$ cat src/rtl/urx_pkg.sv
package urx_pkg;

  // serial frame
  localparam int unsigned DATA_BITS      = 8;
  localparam int unsigned BIT_IDX_W      = $clog2(DATA_BITS);
  localparam int unsigned BYTE_W         = 8;
  localparam int unsigned BIT_PERIOD_W   = 16;
  localparam logic [BIT_PERIOD_W-1:0] BIT_PERIOD_RST = 16'd434;

  // stream widths
  localparam int unsigned S_TDATA_W      = 8;
  localparam int unsigned M_TDATA_W      = 16;

  // result queue in front of the master port
  localparam int unsigned OUT_DEPTH      = 4;
  localparam int unsigned OUT_PTR_W      = $clog2(OUT_DEPTH);
  localparam int unsigned OUT_CNT_W      = $clog2(OUT_DEPTH + 1);

  // finished byte from the receiver
  typedef struct packed {
    logic              push;
    logic [BYTE_W-1:0] data;
  } urx_push_t;

  // per-tick status from the byte fifo
  typedef struct packed {
    logic pop;
    logic avail;
    logic drop;
  } urx_fifo_stat_t;

  // one result, read_data in the lowest bits
  typedef struct packed {
    logic              byte_dropped;
    logic              data_available;
    logic              read_valid;
    logic [BYTE_W-1:0] read_data;
  } urx_result_t;

  localparam int unsigned RESULT_W = $bits(urx_result_t);

endpackage

$ cat src/rtl/urx_rx.sv
module urx_rx #(
  parameter int unsigned COUNT_WIDTH = 16
) (
  input  logic                                clk_i,
  input  logic                                rst_ni,
  input  logic                                en_i,
  input  logic                                line_i,
  input  logic [urx_pkg::BIT_PERIOD_W-1:0]    bit_period_i,
  output urx_pkg::urx_push_t                  push_o
);
  import urx_pkg::*;

  typedef enum logic [2:0] {
    PH_IDLE  = 3'b001,
    PH_START = 3'b010,
    PH_DATA  = 3'b100
  } urx_phase_e;

  localparam logic [BIT_IDX_W-1:0] LAST_IDX = BIT_IDX_W'(DATA_BITS - 1);

  urx_phase_e             phase_q, phase_d;
  logic [COUNT_WIDTH-1:0] cnt_q, cnt_d;
  logic [BIT_IDX_W-1:0]   idx_q, idx_d;
  logic [BYTE_W-1:0]      shift_q, shift_d;
  logic                   line_prev_q;
  logic [COUNT_WIDTH-1:0] cnt_full, cnt_half;
  logic                   cnt_more;
  logic [BYTE_W-1:0]      shift_bit;

  // counter reload values and end-of-wait test
  assign cnt_full  = COUNT_WIDTH'(bit_period_i);
  assign cnt_half  = COUNT_WIDTH'(bit_period_i >> 1);
  assign cnt_more  = |cnt_q[COUNT_WIDTH-1:1];
  assign shift_bit = shift_q | (BYTE_W'(line_i) << idx_q);

  // receive sequencer
  always_comb begin
    phase_d = phase_q;
    cnt_d   = cnt_q;
    idx_d   = idx_q;
    shift_d = shift_q;
    push_o  = '0;
    if (en_i) begin
      case (phase_q)
        PH_START: begin
          if (cnt_more) begin
            cnt_d = cnt_q - COUNT_WIDTH'(1);
          end else if (!line_i) begin
            shift_d = '0;
            idx_d   = '0;
            phase_d = PH_DATA;
            cnt_d   = cnt_full;
          end else begin
            phase_d = PH_IDLE;
          end
        end
        PH_DATA: begin
          if (cnt_more) begin
            cnt_d = cnt_q - COUNT_WIDTH'(1);
          end else begin
            shift_d = shift_bit;
            if (idx_q == LAST_IDX) begin
              push_o.push = 1'b1;
              push_o.data = shift_bit;
              idx_d       = '0;
              phase_d     = PH_IDLE;
            end else begin
              idx_d = idx_q + BIT_IDX_W'(1);
              cnt_d = cnt_full;
            end
          end
        end
        default: begin
          phase_d = PH_IDLE;
          if (line_prev_q && !line_i) begin
            phase_d = PH_START;
            cnt_d   = cnt_half;
          end
        end
      endcase
    end
  end

  // state registers
  always_ff @(posedge clk_i or negedge rst_ni) begin
    if (!rst_ni) begin
      phase_q     <= PH_IDLE;
      cnt_q       <= '0;
      idx_q       <= '0;
      shift_q     <= '0;
      line_prev_q <= 1'b1;
    end else begin
      phase_q <= phase_d;
      cnt_q   <= cnt_d;
      idx_q   <= idx_d;
      shift_q <= shift_d;
      if (en_i) begin
        line_prev_q <= line_i;
      end
    end
  end

endmodule

$ cat src/rtl/urx_fifo.sv
module urx_fifo #(
  parameter int unsigned FIFO_DEPTH = 16
) (
  input  logic                          clk_i,
  input  logic                          rst_ni,
  input  logic                          en_i,
  input  logic                          pop_req_i,
  input  urx_pkg::urx_push_t            push_i,
  output urx_pkg::urx_fifo_stat_t       stat_o,
  output logic [urx_pkg::BYTE_W-1:0]    rd_data_o
);
  import urx_pkg::*;

  localparam int unsigned PTR_W = (FIFO_DEPTH > 1) ? $clog2(FIFO_DEPTH) : 1;
  localparam logic [PTR_W-1:0] PTR_LAST = PTR_W'(FIFO_DEPTH - 1);

  logic [BYTE_W-1:0] mem_q [FIFO_DEPTH];
  logic [BYTE_W-1:0] rd_data_q;
  logic [PTR_W-1:0]  rp_q, wp_q, rp_d, wp_d, rp_inc, wp_inc;
  logic              pop, full, wr;

  // ring pointer arithmetic
  assign rp_inc = (rp_q == PTR_LAST) ? '0 : rp_q + PTR_W'(1);
  assign wp_inc = (wp_q == PTR_LAST) ? '0 : wp_q + PTR_W'(1);

  // pop is served from the fifo as it stood before this tick
  assign pop  = en_i && pop_req_i && (rp_q != wp_q);
  assign rp_d = pop ? rp_inc : rp_q;

  // push sees the pointer after the pop; one slot stays empty
  assign full = (wp_inc == rp_d);
  assign wr   = en_i && push_i.push && !full;
  assign wp_d = wr ? wp_inc : wp_q;

  assign stat_o.pop   = pop;
  assign stat_o.avail = (rp_d != wp_d);
  assign stat_o.drop  = en_i && push_i.push && full;

  // byte store: one write and one registered read per cycle, never the same entry
  always_ff @(posedge clk_i) begin
    if (wr) begin
      mem_q[wp_q] <= push_i.data;
    end
    if (pop) begin
      rd_data_q <= mem_q[rp_q];
    end
  end

  assign rd_data_o = rd_data_q;

  // pointers
  always_ff @(posedge clk_i or negedge rst_ni) begin
    if (!rst_ni) begin
      rp_q <= '0;
      wp_q <= '0;
    end else begin
      rp_q <= rp_d;
      wp_q <= wp_d;
    end
  end

endmodule

$ cat src/rtl/urx_out_q.sv
module urx_out_q (
  input  logic                              clk_i,
  input  logic                              rst_ni,
  input  logic                              push_i,
  input  urx_pkg::urx_result_t              push_data_i,
  output logic                              valid_o,
  input  logic                              ready_i,
  output urx_pkg::urx_result_t              data_o,
  output logic [urx_pkg::OUT_CNT_W-1:0]     cnt_o
);
  import urx_pkg::*;

  urx_result_t          entry_q [OUT_DEPTH];
  logic [OUT_PTR_W-1:0] wp_q, rp_q;
  logic [OUT_CNT_W-1:0] cnt_q;
  logic                 pop;

  assign valid_o = (cnt_q != '0);
  assign pop     = valid_o && ready_i;
  assign data_o  = entry_q[rp_q];
  assign cnt_o   = cnt_q;

  // result storage, space is guaranteed by the input credit
  always_ff @(posedge clk_i) begin
    if (push_i) begin
      entry_q[wp_q] <= push_data_i;
    end
  end

  // pointers and fill count
  always_ff @(posedge clk_i or negedge rst_ni) begin
    if (!rst_ni) begin
      wp_q  <= '0;
      rp_q  <= '0;
      cnt_q <= '0;
    end else begin
      if (push_i) begin
        wp_q <= wp_q + OUT_PTR_W'(1);
      end
      if (pop) begin
        rp_q <= rp_q + OUT_PTR_W'(1);
      end
      cnt_q <= cnt_q + OUT_CNT_W'(push_i) - OUT_CNT_W'(pop);
    end
  end

endmodule

$ cat src/rtl/uart_rx_deserializer_fifo.sv
// 8N1 serial receiver with a byte fifo, LSB first.
// Slave stream: one transfer per clock tick of the serial line; tdata carries
// the sampled line level and a read request for the oldest byte.
// Master stream: one result transfer per input transfer, in order, carrying
// the popped byte, its valid flag, the fifo-not-empty flag and a pulse when a
// finished byte was lost to a full fifo.
// cfg_we_i/cfg_wdata_i write the bit period in clock ticks; write it only
// while no transfer is in flight.
// A result passes the status stage and then the result queue on its way to the
// master port. Throughput: one transfer per cycle while s_axis_tready is high;
// a tick's receiver step, pop and push all complete in its accepting cycle.
// s_axis_tready comes from registers only: it stays high while fewer than four
// results are pending, so a stalled receiver lets up to four more input
// transfers in before input is held off; nothing is dropped on a stall.
// Reset clears the receiver, the fifo pointers and the result queue and
// loads a bit period of 434; the byte store itself needs no clearing.
module uart_rx_deserializer_fifo #(
  parameter int unsigned FIFO_DEPTH  = 16,
  parameter int unsigned COUNT_WIDTH = 16
) (
  input  logic                                 clk_i,
  input  logic                                 rst_ni,
  input  logic                                 cfg_we_i,
  input  logic [urx_pkg::BIT_PERIOD_W-1:0]     cfg_wdata_i,
  input  logic                                 s_axis_tvalid,
  output logic                                 s_axis_tready,
  // [0] rx_line, [1] read_req, [7:2] zero
  input  logic [urx_pkg::S_TDATA_W-1:0]        s_axis_tdata,
  output logic                                 m_axis_tvalid,
  input  logic                                 m_axis_tready,
  // [7:0] read_data, [8] read_valid, [9] data_available,
  // [10] byte_dropped, [15:11] zero
  output logic [urx_pkg::M_TDATA_W-1:0]        m_axis_tdata
);
  import urx_pkg::*;

  localparam logic [OUT_CNT_W-1:0] OCC_LIMIT = OUT_CNT_W'(OUT_DEPTH);

  logic [BIT_PERIOD_W-1:0] bit_period_q;
  logic                    s_xfer;
  urx_push_t               push;
  urx_fifo_stat_t          stat;
  logic [BYTE_W-1:0]       rd_data;
  logic                    p1_v_q;
  urx_fifo_stat_t          p1_stat_q;
  urx_result_t             p1_res, out_res;
  logic [OUT_CNT_W-1:0]    q_cnt, occ;

  // bit period register
  always_ff @(posedge clk_i or negedge rst_ni) begin
    if (!rst_ni) begin
      bit_period_q <= BIT_PERIOD_RST;
    end else if (cfg_we_i) begin
      bit_period_q <= cfg_wdata_i;
    end
  end

  // input credit: results in flight plus queued
  assign occ           = q_cnt + OUT_CNT_W'(p1_v_q);
  assign s_axis_tready = (occ < OCC_LIMIT);
  assign s_xfer        = s_axis_tvalid && s_axis_tready;

  urx_rx #(
    .COUNT_WIDTH (COUNT_WIDTH)
  ) u_rx (
    .clk_i        (clk_i),
    .rst_ni       (rst_ni),
    .en_i         (s_xfer),
    .line_i       (s_axis_tdata[0]),
    .bit_period_i (bit_period_q),
    .push_o       (push)
  );

  urx_fifo #(
    .FIFO_DEPTH (FIFO_DEPTH)
  ) u_fifo (
    .clk_i     (clk_i),
    .rst_ni    (rst_ni),
    .en_i      (s_xfer),
    .pop_req_i (s_axis_tdata[1]),
    .push_i    (push),
    .stat_o    (stat),
    .rd_data_o (rd_data)
  );

  // status stage, lines up with the store's registered read
  always_ff @(posedge clk_i or negedge rst_ni) begin
    if (!rst_ni) begin
      p1_v_q <= 1'b0;
    end else begin
      p1_v_q <= s_xfer;
    end
  end

  always_ff @(posedge clk_i) begin
    if (s_xfer) begin
      p1_stat_q <= stat;
    end
  end

  // assemble the result, zero byte when nothing was popped
  assign p1_res.read_data      = p1_stat_q.pop ? rd_data : '0;
  assign p1_res.read_valid     = p1_stat_q.pop;
  assign p1_res.data_available = p1_stat_q.avail;
  assign p1_res.byte_dropped   = p1_stat_q.drop;

  urx_out_q u_out_q (
    .clk_i       (clk_i),
    .rst_ni      (rst_ni),
    .push_i      (p1_v_q),
    .push_data_i (p1_res),
    .valid_o     (m_axis_tvalid),
    .ready_i     (m_axis_tready),
    .data_o      (out_res),
    .cnt_o       (q_cnt)
  );

  assign m_axis_tdata = {(M_TDATA_W - RESULT_W)'(0), out_res};

endmodule

$ cat config.mk
export PLATFORM = sky130hd
export DESIGN_NAME = uart_rx_deserializer_fifo
export DESIGN_NICKNAME = d
export VERILOG_FILES = /design/src/rtl/urx_pkg.sv /design/src/rtl/urx_rx.sv /design/src/rtl/urx_fifo.sv /design/src/rtl/urx_out_q.sv /design/src/rtl/uart_rx_deserializer_fifo.sv
export SDC_FILE = /design/constraint.sdc
export NUM_CORES = 1
export LEC_CHECK = 0
export ABC_AREA = 1
export ABC_CLOCK_PERIOD_IN_PS = 4200
export BUFFER_PORTS_ARGS = -buffer_cell sky130_fd_sc_hd__buf_2
export CORE_MARGIN = 5
export CORE_UTILIZATION = 50
export DETAILED_ROUTE_END_ITERATION = 8
export PLACE_DENSITY = 0.67
export SYNTH_ARGS = -nofsm -noshare
export SYNTH_HDL_FRONTEND = slang
export SYNTH_HIERARCHICAL = 1
export SYNTH_SLANG_ARGS = --single-unit
$ cat constraint.sdc
create_clock -name clk_i -period 4.2 [get_ports clk_i]
set_input_delay 0.21 -clock clk_i [delete_from_list [all_inputs] [get_ports clk_i]]
set_output_delay 0.21 -clock clk_i [all_outputs]
set_load 0.01 [all_outputs]
==> results of run 1 <==
## per-layer routing
metal	part of all wire (%)	GRT usage (%)	vias to the layer above
met5	0	0	-
met4	2.3	5.41	0
met3	5.5	2.65	41
met2	47	31.0	198
met1	45	26.1	3883
li1	-	-	4071
## cell families after synthesis
group	share of synthesized area (%)
other	0.0320
AO/OA/AOI/OAI	7.92
XOR/XNOR	0.299
AND/OR/NAND/NOR	22.4
flip-flops	60.4
buffers and inverters	7.30
adder cells (fa/ha/maj)	1.67
## worst min-delay path by stage
stage / cells past startpoint / to
after global placement: 1 / u_out_q/rp_q[0]
after CTS: 4 / p1_v_q
after global routing: 4 / p1_v_q
after detailed placement: 1 / u_out_q/rp_q[0]
final: 4 / p1_v_q
after floorplan: 0 / bit_period_q[0]
## cells in the final DEF (no fill, tap or decap), types with 9 or more instances in the layout
cell,Yosys,final
edfxtp_1,183,183
nor2_1,139,139
a21oi_1,26,26
nor3_1,15,15
nand2_2,15,15
o21ai_1,23,23
buf_4,7,28
o21ai_0,74,74
ha_1,14,14
dlygate4sd3_1,0,19
inv_1,118,118
o22ai_1,10,10
o21ai_2,9,9
nand3_1,84,84
dfrtp_1,56,55
nand2_1,270,270
nand4_1,12,12
buf_2,5,35
a221oi_1,9,9
clkbuf_16,0,26
## area by class of cell
cell class,count,area [um^2],area share [%]
clock inverter,14,126,0.961
multi-input combinational,760,3800,28.9
timing repair buffer,82,576,4.38
tap,319,399,3.04
clock buffer,32,673,5.12
antenna,1,2.50,0.0190
sequential,246,7080,53.9
inverter,129,487,3.70
## critical path: stages (launching register included)
cell and delay, ns:
dfrtp_1 0.87, inv_1 0.32, nand2_1 0.12, nand2_1 0.09, nor2_4 0.10, nand2_4 0.10
nand2_4 0.13, nand2_2 0.06, nand3_1 0.10, nand2_1 0.08, nor2_4 0.11, nand2_4 0.10
nand2_4 0.22, nand2_1 0.13, nand3_1 0.09, nand2_1 0.05, nor2_1 0.11, nand2_1 0.07
## through the flow
step                power, mW  hold WS, ns
finish                   7.83        0.113
global route             8.34        0.117
CTS                      7.88       0.0918
detailed placement       5.70        0.344
global placement         5.64        0.342
floorplan                5.10      -0.0856
## power by group through the flow
stage | combinational (mW) | clock (mW) | sequential (mW)
floorplan | 1.98 | 0 | 3.12
global placement | 2.39 | 0 | 3.25
detailed placement | 2.44 | 0 | 3.26
CTS | 2.46 | 2.20 | 3.21
global route | 2.78 | 2.31 | 3.25
finish | 2.46 | 2.15 | 3.22
## timing repair
action,in CTS,in global routing
hold buffers,19,0
hold endpoints to repair,45,0
setup endpoints to repair,0,0
## sequential cells by signal (all words and copies together) (netlist names)
register	cells
u_rx/cnt_q	16
u_out_q/rp_q	2
u_rx/line_prev_q	1
u_out_q/entry_q	44
p1_res	3
bit_period_q	16
u_rx/shift_q	8
p1_v_q	1
u_fifo/rp_q	4
u_out_q/cnt_o	3
u_fifo/mem_q	128
u_fifo/rd_data_o	8
u_out_q/wp_q	2
u_rx/idx_q	3
u_rx/phase_q	3
u_fifo/wp_q	4
==> impl_results.md, run 1 <==
* Cell Rows at 56
* Placed cell count at between 1500 and 2000
* Die height at between 150 and 200 um
* Clock network fraction of total power at between 20% and 30%
* P_int at 4.98 mW
* Number of flops mapped to enable cells by yosys at 183
* Combinational power share at a little under a third
* Min cycle time layout at 3.12 ns
* Area leader, netlist: edfxtp_1
* Fillers at 2055
* Post-synth design cell area at 11700 um^2
* Cells after Synth at 1181
* Ranking of synthesized cells by area: edfxtp_1 47%, dfrtp_1 12%, nand2_1 8.6%, nor2_1 4.5%, inv_1 3.8%
* Post-synthesis sequential area ratio at between 60% and 70%
* Worst R2R Path Depth at 17
* Crit. End Element: flop
* Final instance area at roughly 13000 um^2
* Io pins at 47
* Port-buffer cells at 35
* All-layer global routing usage at around a fifth
* Final ANT Viol Nets at 0
* Hold crit path type: input port to flop
* Clk sinks at roughly 250
* Share of cells above drive strength 1 at ~14%
* Most common cell in the synthesized netlist: nand2_1
* H-tree depth at 1
* CP Data Arrival Time at 3.38 ns
* Sw frac at roughly 36%
* Remaining DRCs at 0
* Asr flop ratio synth at roughly 26%
* Crit Path Class: flop to flop
* Initial antenna violation count at 0
* Commonest cells in the netlist: 270 x nand2_1, 183 x edfxtp_1, 139 x nor2_1
* Max Cap Violations at 0
* First-pass GRT wire length at 40.2 mm
* Largest net degree at the start of global routing at 43
* RSZ-0062 raised after global routing: no
* Later-pin clock latency in the skew report at 0.53 ns
* Wire per inst at ~16 um
* Via-to-Cell Ratio at 5.18
* Clk slew on worst S/H paths at 0.06 ns
* CTS buffer count at 26
* Core Region at 23300 um^2
* Clock tree buffer depth at 3
* RR Startpoint: u_fifo/rp_q[3]
* Flop pwr share at 41.1%
* Max Clock Freq at 321 MHz
* DRC marker count from the first detailed-route iteration at ~600
* Nets at 1289
* Worst path required time at 4.46 ns
* HPWL Detailed at 16.1 mm
* Static Leak at 5.29 nW
* Outcome: completed
* Top_reg_cell synth: edfxtp_1
* Hold Vio Cnt, Final at 0
* Resized Gates After CTS at 0
* FF-to-FF End: p1_res[9]
* Clock root buffer: clkbuf_16
* First-pass DRT Iterations at 5
* DR vias at slightly above 8000
* Psw at 2.85 mW
* Crit path from: u_fifo/rp_q[3]
* P&R area growth vs syn at 12.1%
* Reg2Reg Setup Slack at 1.08 ns
* Initial Util at approximately 50%
* Post-layout util at 56.5%
* Place WS at about 1.1 ns
* Critical path destination: p1_res[9]
* WL final at 24.7 mm
* Yosys reg bits at 246
* Slew HR at 23.1%
* Mean Syn Cell Area at between 9 and 10 um^2
* Clock Skew at 0.0175 ns
* Placer Congestion at 0.857
* Startpoint Class: flop
* Die Footprint at 26600 um^2
* Period utilization at 74.2%
* Pwr dens at between 500 and 600 nW/um^2
* Number of global-route vias before repair at 7800
* Fin cells at about 1600
* Share of the synthesized area in the top cell type at around 47%
* Worst slew pin tran at 1.15 ns
* CP max FO at 23
* Worst Hold Launch: s_axis_tvalid
* Die Width at 163 um
* Distinct cells, synth at 47
* Final setup fails at 0
* CTS tree: done
* Final WS setup at 1.08 ns
* Worst VDD drop at 0.000299 V
* Final Max Tran Viols at 0
* Total gr overflow at 0
* Setup Buffers After CTS at 0
* Placement Cell Area at 12200 um^2
* Setup TNS at 0 ns
* Synth Warn # at 6
Note: power is estimated with default switching activity, not from simulation.
==> inputs of run 2 (changes only) <==
--- a/config.mk
+++ b/config.mk
@@ -5,8 +5,8 @@
 export SDC_FILE = /design/constraint.sdc
 export NUM_CORES = 1
 export LEC_CHECK = 0
-export ABC_AREA = 1
-export ABC_CLOCK_PERIOD_IN_PS = 4200
+export ABC_AREA = 0
+export ABC_CLOCK_PERIOD_IN_PS = 3200
 export BUFFER_PORTS_ARGS = -buffer_cell sky130_fd_sc_hd__buf_2
 export CORE_MARGIN = 5
 export CORE_UTILIZATION = 50
==> constraint.sdc (replaced) <==
create_clock -name clk_i -period 3.2 [get_ports clk_i]
set_input_delay 0.16 -clock clk_i [delete_from_list [all_inputs] [get_ports clk_i]]
set_output_delay 0.16 -clock clk_i [all_outputs]
set_load 0.01 [all_outputs]
==> impl_results.md, run 2 <==
* Core Region at 21200 um^2 (-9.1%)
* Worst slew pin tran at 0.808 ns (-0.342 ns)
* Crit Path Class: flop to flop
* Total gr overflow at 0 (unchanged)
* Total power at 9.26 mW (+18%)
* Worst VDD drop at 0.000420 V (+41%)
* Initial antenna violation count at 0 (unchanged)
* Outcome: completed
* Most flop-heavy register: u_fifo/mem_q
* Synth Warn # at 6 (unchanged)
* Post-synth design cell area at 10800 um^2 (-7.9%)
* Antenna fix cells at 0 (-1)
* Cell Rows at 53 (-5.4%)
* Hold Vio Cnt, Final at 0 (unchanged)
* Largest net degree at the start of global routing at 64 (+49%)
* Reg2Reg Setup Slack at 0.18 ns (-0.90 ns)
* Min cycle time layout at 3.02 ns (-0.0986 ns)
* Nets at 850 (-34%)
* Pwr dens at 740 nW/um^2 (+24%)
* P_int at 6.58 mW (+32%)
* Max Cap Violations at 0 (unchanged)
* Clk slew on worst S/H paths at 0.06 ns (about the same)
* Final WS setup at 0.182 ns (-0.901 ns)
* CP Data Arrival Time at 3.23 ns (-0.15 ns)
* RR Startpoint: p1_v_q
* First-pass DRT Iterations at 5 (unchanged)
* Worst R2R Path Depth at 11 (-6)
* Final setup fails at 0 (unchanged)
* Period utilization at 94.3% (+20 points)
* Clock Skew at 0.00978 ns (-0.00771 ns)
* Post-synthesis sequential area ratio at 65.6% (+5.2 points)
* Via-to-Cell Ratio at 5.69 (+9.9%)
* FF-to-FF End: u_fifo/mem_q[14][5]
* Port-buffer cells at 35 (unchanged)
* Mean Syn Cell Area at 15.1 um^2 (+52%)
* Share of cells above drive strength 1 at 23.3% (+9.5 points)
* P&R area growth vs syn at 15.8%
* Most common cell in the synthesized netlist: edfxtp_1
* Worst path required time at 3.41 ns (-1.05 ns)
* CP max FO at 8 (-65%)
* Clk sinks at 246 (unchanged)
* Remaining DRCs at 0 (unchanged)
* Clock tree buffer depth at 3 (unchanged)
* Most common cell after layout, fill and taps aside: edfxtp_1
* Die height at 157 um (-3.8%)
* Yosys reg bits at 246 (unchanged)
* RSZ-0062 raised after global routing: no
* Crit. End Element: flop
* Share of the synthesized area in the top cell type at 50.9% (+4.0 points)
* Hold endpoint: p1_v_q
* Hold crit path type: input port to flop
* CTS buffer count at 25 (-3.8%)
* Max Clock Freq at 331 MHz (+3.3%)
* Biggest regs: u_fifo/mem_q: 128 flops, u_out_q/entry_q: 44 flops
* Wire per inst at 19.0 um (+22%)
* Die Footprint at 24600 um^2 (-7.4%)
* Area leader, netlist: edfxtp_1
* Sw frac at 29.0% (-7.5 points)
* All-layer global routing usage at 17.5% (-1.3 points)
* Ranking of synthesized cells by area: edfxtp_1 51%, dfrtp_1 13%, mux4_2 5.0%, mux2i_1 3.2%, dfstp_2 1.7%
* Fin cells at 1098 (-31%)
* Commonest cells in the netlist: 183 x edfxtp_1, 56 x dfrtp_1, 46 x nand2_1, 46 x nor2_1, 35 x mux2i_1
* Placed cell count at 1033 (-32%)
* DR vias at 6243 (-24%)
* Most frequent cells in the layout: 183 x edfxtp_1, 55 x dfrtp_1, 48 x buf_4
* WL final at 20.9 mm (-16%)
* Distinct cells, synth at 72 (+53%)
* Clock network fraction of total power at 30.9% (+3.5 points)
* Number of global-route vias before repair at 6320 (-19%)
* CTS tree: done
* Flop pwr share at 44.8% (+3.7 points)
* Initial Util at 51.1% (+0.66 points)
* Later-pin clock latency in the skew report at 0.50 ns (-0.03 ns)
* Startpoint Class: flop
* Static Leak at 4.31 nW (-18%)
* Top_reg_cell synth: edfxtp_1
* DRC marker count from the first detailed-route iteration at 358 (-40%)
* Psw at 2.68 mW (-6.0%)
* Die Width at 157 um (-3.8%)
* Place WS at 0.0995 ns (-1.04 ns)
* Asr flop ratio synth at 25.6% (unchanged)
* Final Max Tran Viols at 0 (unchanged)
* Cells after Synth at 716 (-39%)
* Fin Hold WS at 0.180 ns (+0.0664 ns)
* Final ANT Viol Nets at 0 (unchanged)
* First-pass GRT wire length at 34.2 mm (-15%)
* Number of flops mapped to enable cells by yosys at 183 (unchanged)
* Worst Hold Launch: s_axis_tvalid
* Hold depth at 4 (unchanged)
* H-tree depth at 1 (unchanged)
* Fillers at 1588 (-23%)
* Slew HR at 46.1% (+23 points)
* HPWL Detailed at 14.1 mm (-12%)
* Placer Congestion at 0.863 (+0.63%)
* Io pins at 47 (unchanged)
* Setup TNS at 0 ns (unchanged)
* Clock root buffer: clkbuf_16
* Number of flip-flops under the largest register name at 128 (unchanged)
* Combinational power share at 24.2% (-7.3 points)
[run 2: cell count changes after synthesis, sizes merged, moves of 35 or more]
cell   previous run  this run
mux2i             0        35
inv             127        18
nand3            92         8
nor2            154        46
nand2           293        46
o21ai           106        22
[run 2: power by group through the flow]
| stage | registers (mW) | logic [mW] | clock network (mW) |
|---|---|---|---|
| floorplan | 4.07 | 1.77 | 0 |
| global placement | 4.19 | 2.16 | 0 |
| detailed placement | 4.21 | 2.23 | 0 |
| CTS | 4.15 | 2.26 | 2.93 |
| global route | 4.21 | 2.48 | 3.05 |
| finish | 4.15 | 2.24 | 2.87 |
[run 2: cells by family after synthesis]
group	Yosys count	synth area share (%)
buf+inv	62	2.93
mux	85	11.8
xor+xnor	24	2.22
compound gates	121	8.14
fa+ha+maj	15	1.81
flops	246	65.6
other cells	1	0.0347
simple gates	162	7.51
[run 2: cell type report]
cell class	instances	area, um^2	area share (%)
Multi-Input combinational cell	412	3470	27.8
Inverter	19	71.3	0.570
Tap cell	275	344	2.75
Clock inverter	16	175	1.40
Timing Repair Buffer	102	726	5.80
Clock buffer	28	637	5.09
Sequential cell	246	7080	56.6
[run 2: what timing repair did]
item                                    in CTS  in global routing
endpoints found under the hold margin       75                  0
setup buffers                                0                  2
endpoints found under the setup margin       0                 29
gates resized for setup                      0                  2
hold buffers                                19                  0
[run 2: metal layers]
metal	vias to the layer above	part of all wire (%)	track usage, %
met5	-	0	0
met3	31	5.6	2.23
met4	0	2.1	4.79
met1	3093	43	23.8
met2	170	49	29.8
li1	2949	-	-
[run 2: worst max path at each step]
stage               cells after the start    from             endpoint  slack (ns)
finish                                 11  p1_v_q  u_fifo/mem_q[14][5]        0.18
detailed placement                     11  p1_v_q  u_fifo/mem_q[14][7]         0.1
CTS                                    11  p1_v_q  u_fifo/mem_q[14][5]        0.07
floorplan                               9  p1_v_q  u_fifo/mem_q[12][0]      -0.004
global route                           11  p1_v_q   u_fifo/mem_q[2][1]        0.05
global placement                       11  p1_v_q  u_fifo/mem_q[14][2]        0.13
[run 2: per-stage QoR]
| stage | util [%] | cell area (um^2) |
|---|---|---|
| after global routing | 59.1 | 12500 |
| after detailed placement | 54.3 | 11500 |
| final | 59.1 | 12500 |
| after global placement | 54.3 | 11500 |
| after floorplan | - | 10900 |
| after CTS | 59.0 | 12500 |
[run 2: worst max-delay path, stage by stage, from the launching register on]
cell and delay (ns):
dfrtp_1 0.39, nand3_2 0.13, mux2i_4 0.24, nand2_1 0.10, a41oi_4 0.28, mux2_4 0.35, xor2_2 0.20, a41oi_4 0.32
buf_4 0.17, nand2_1 0.18, nor2_2 0.17, buf_4 0.19
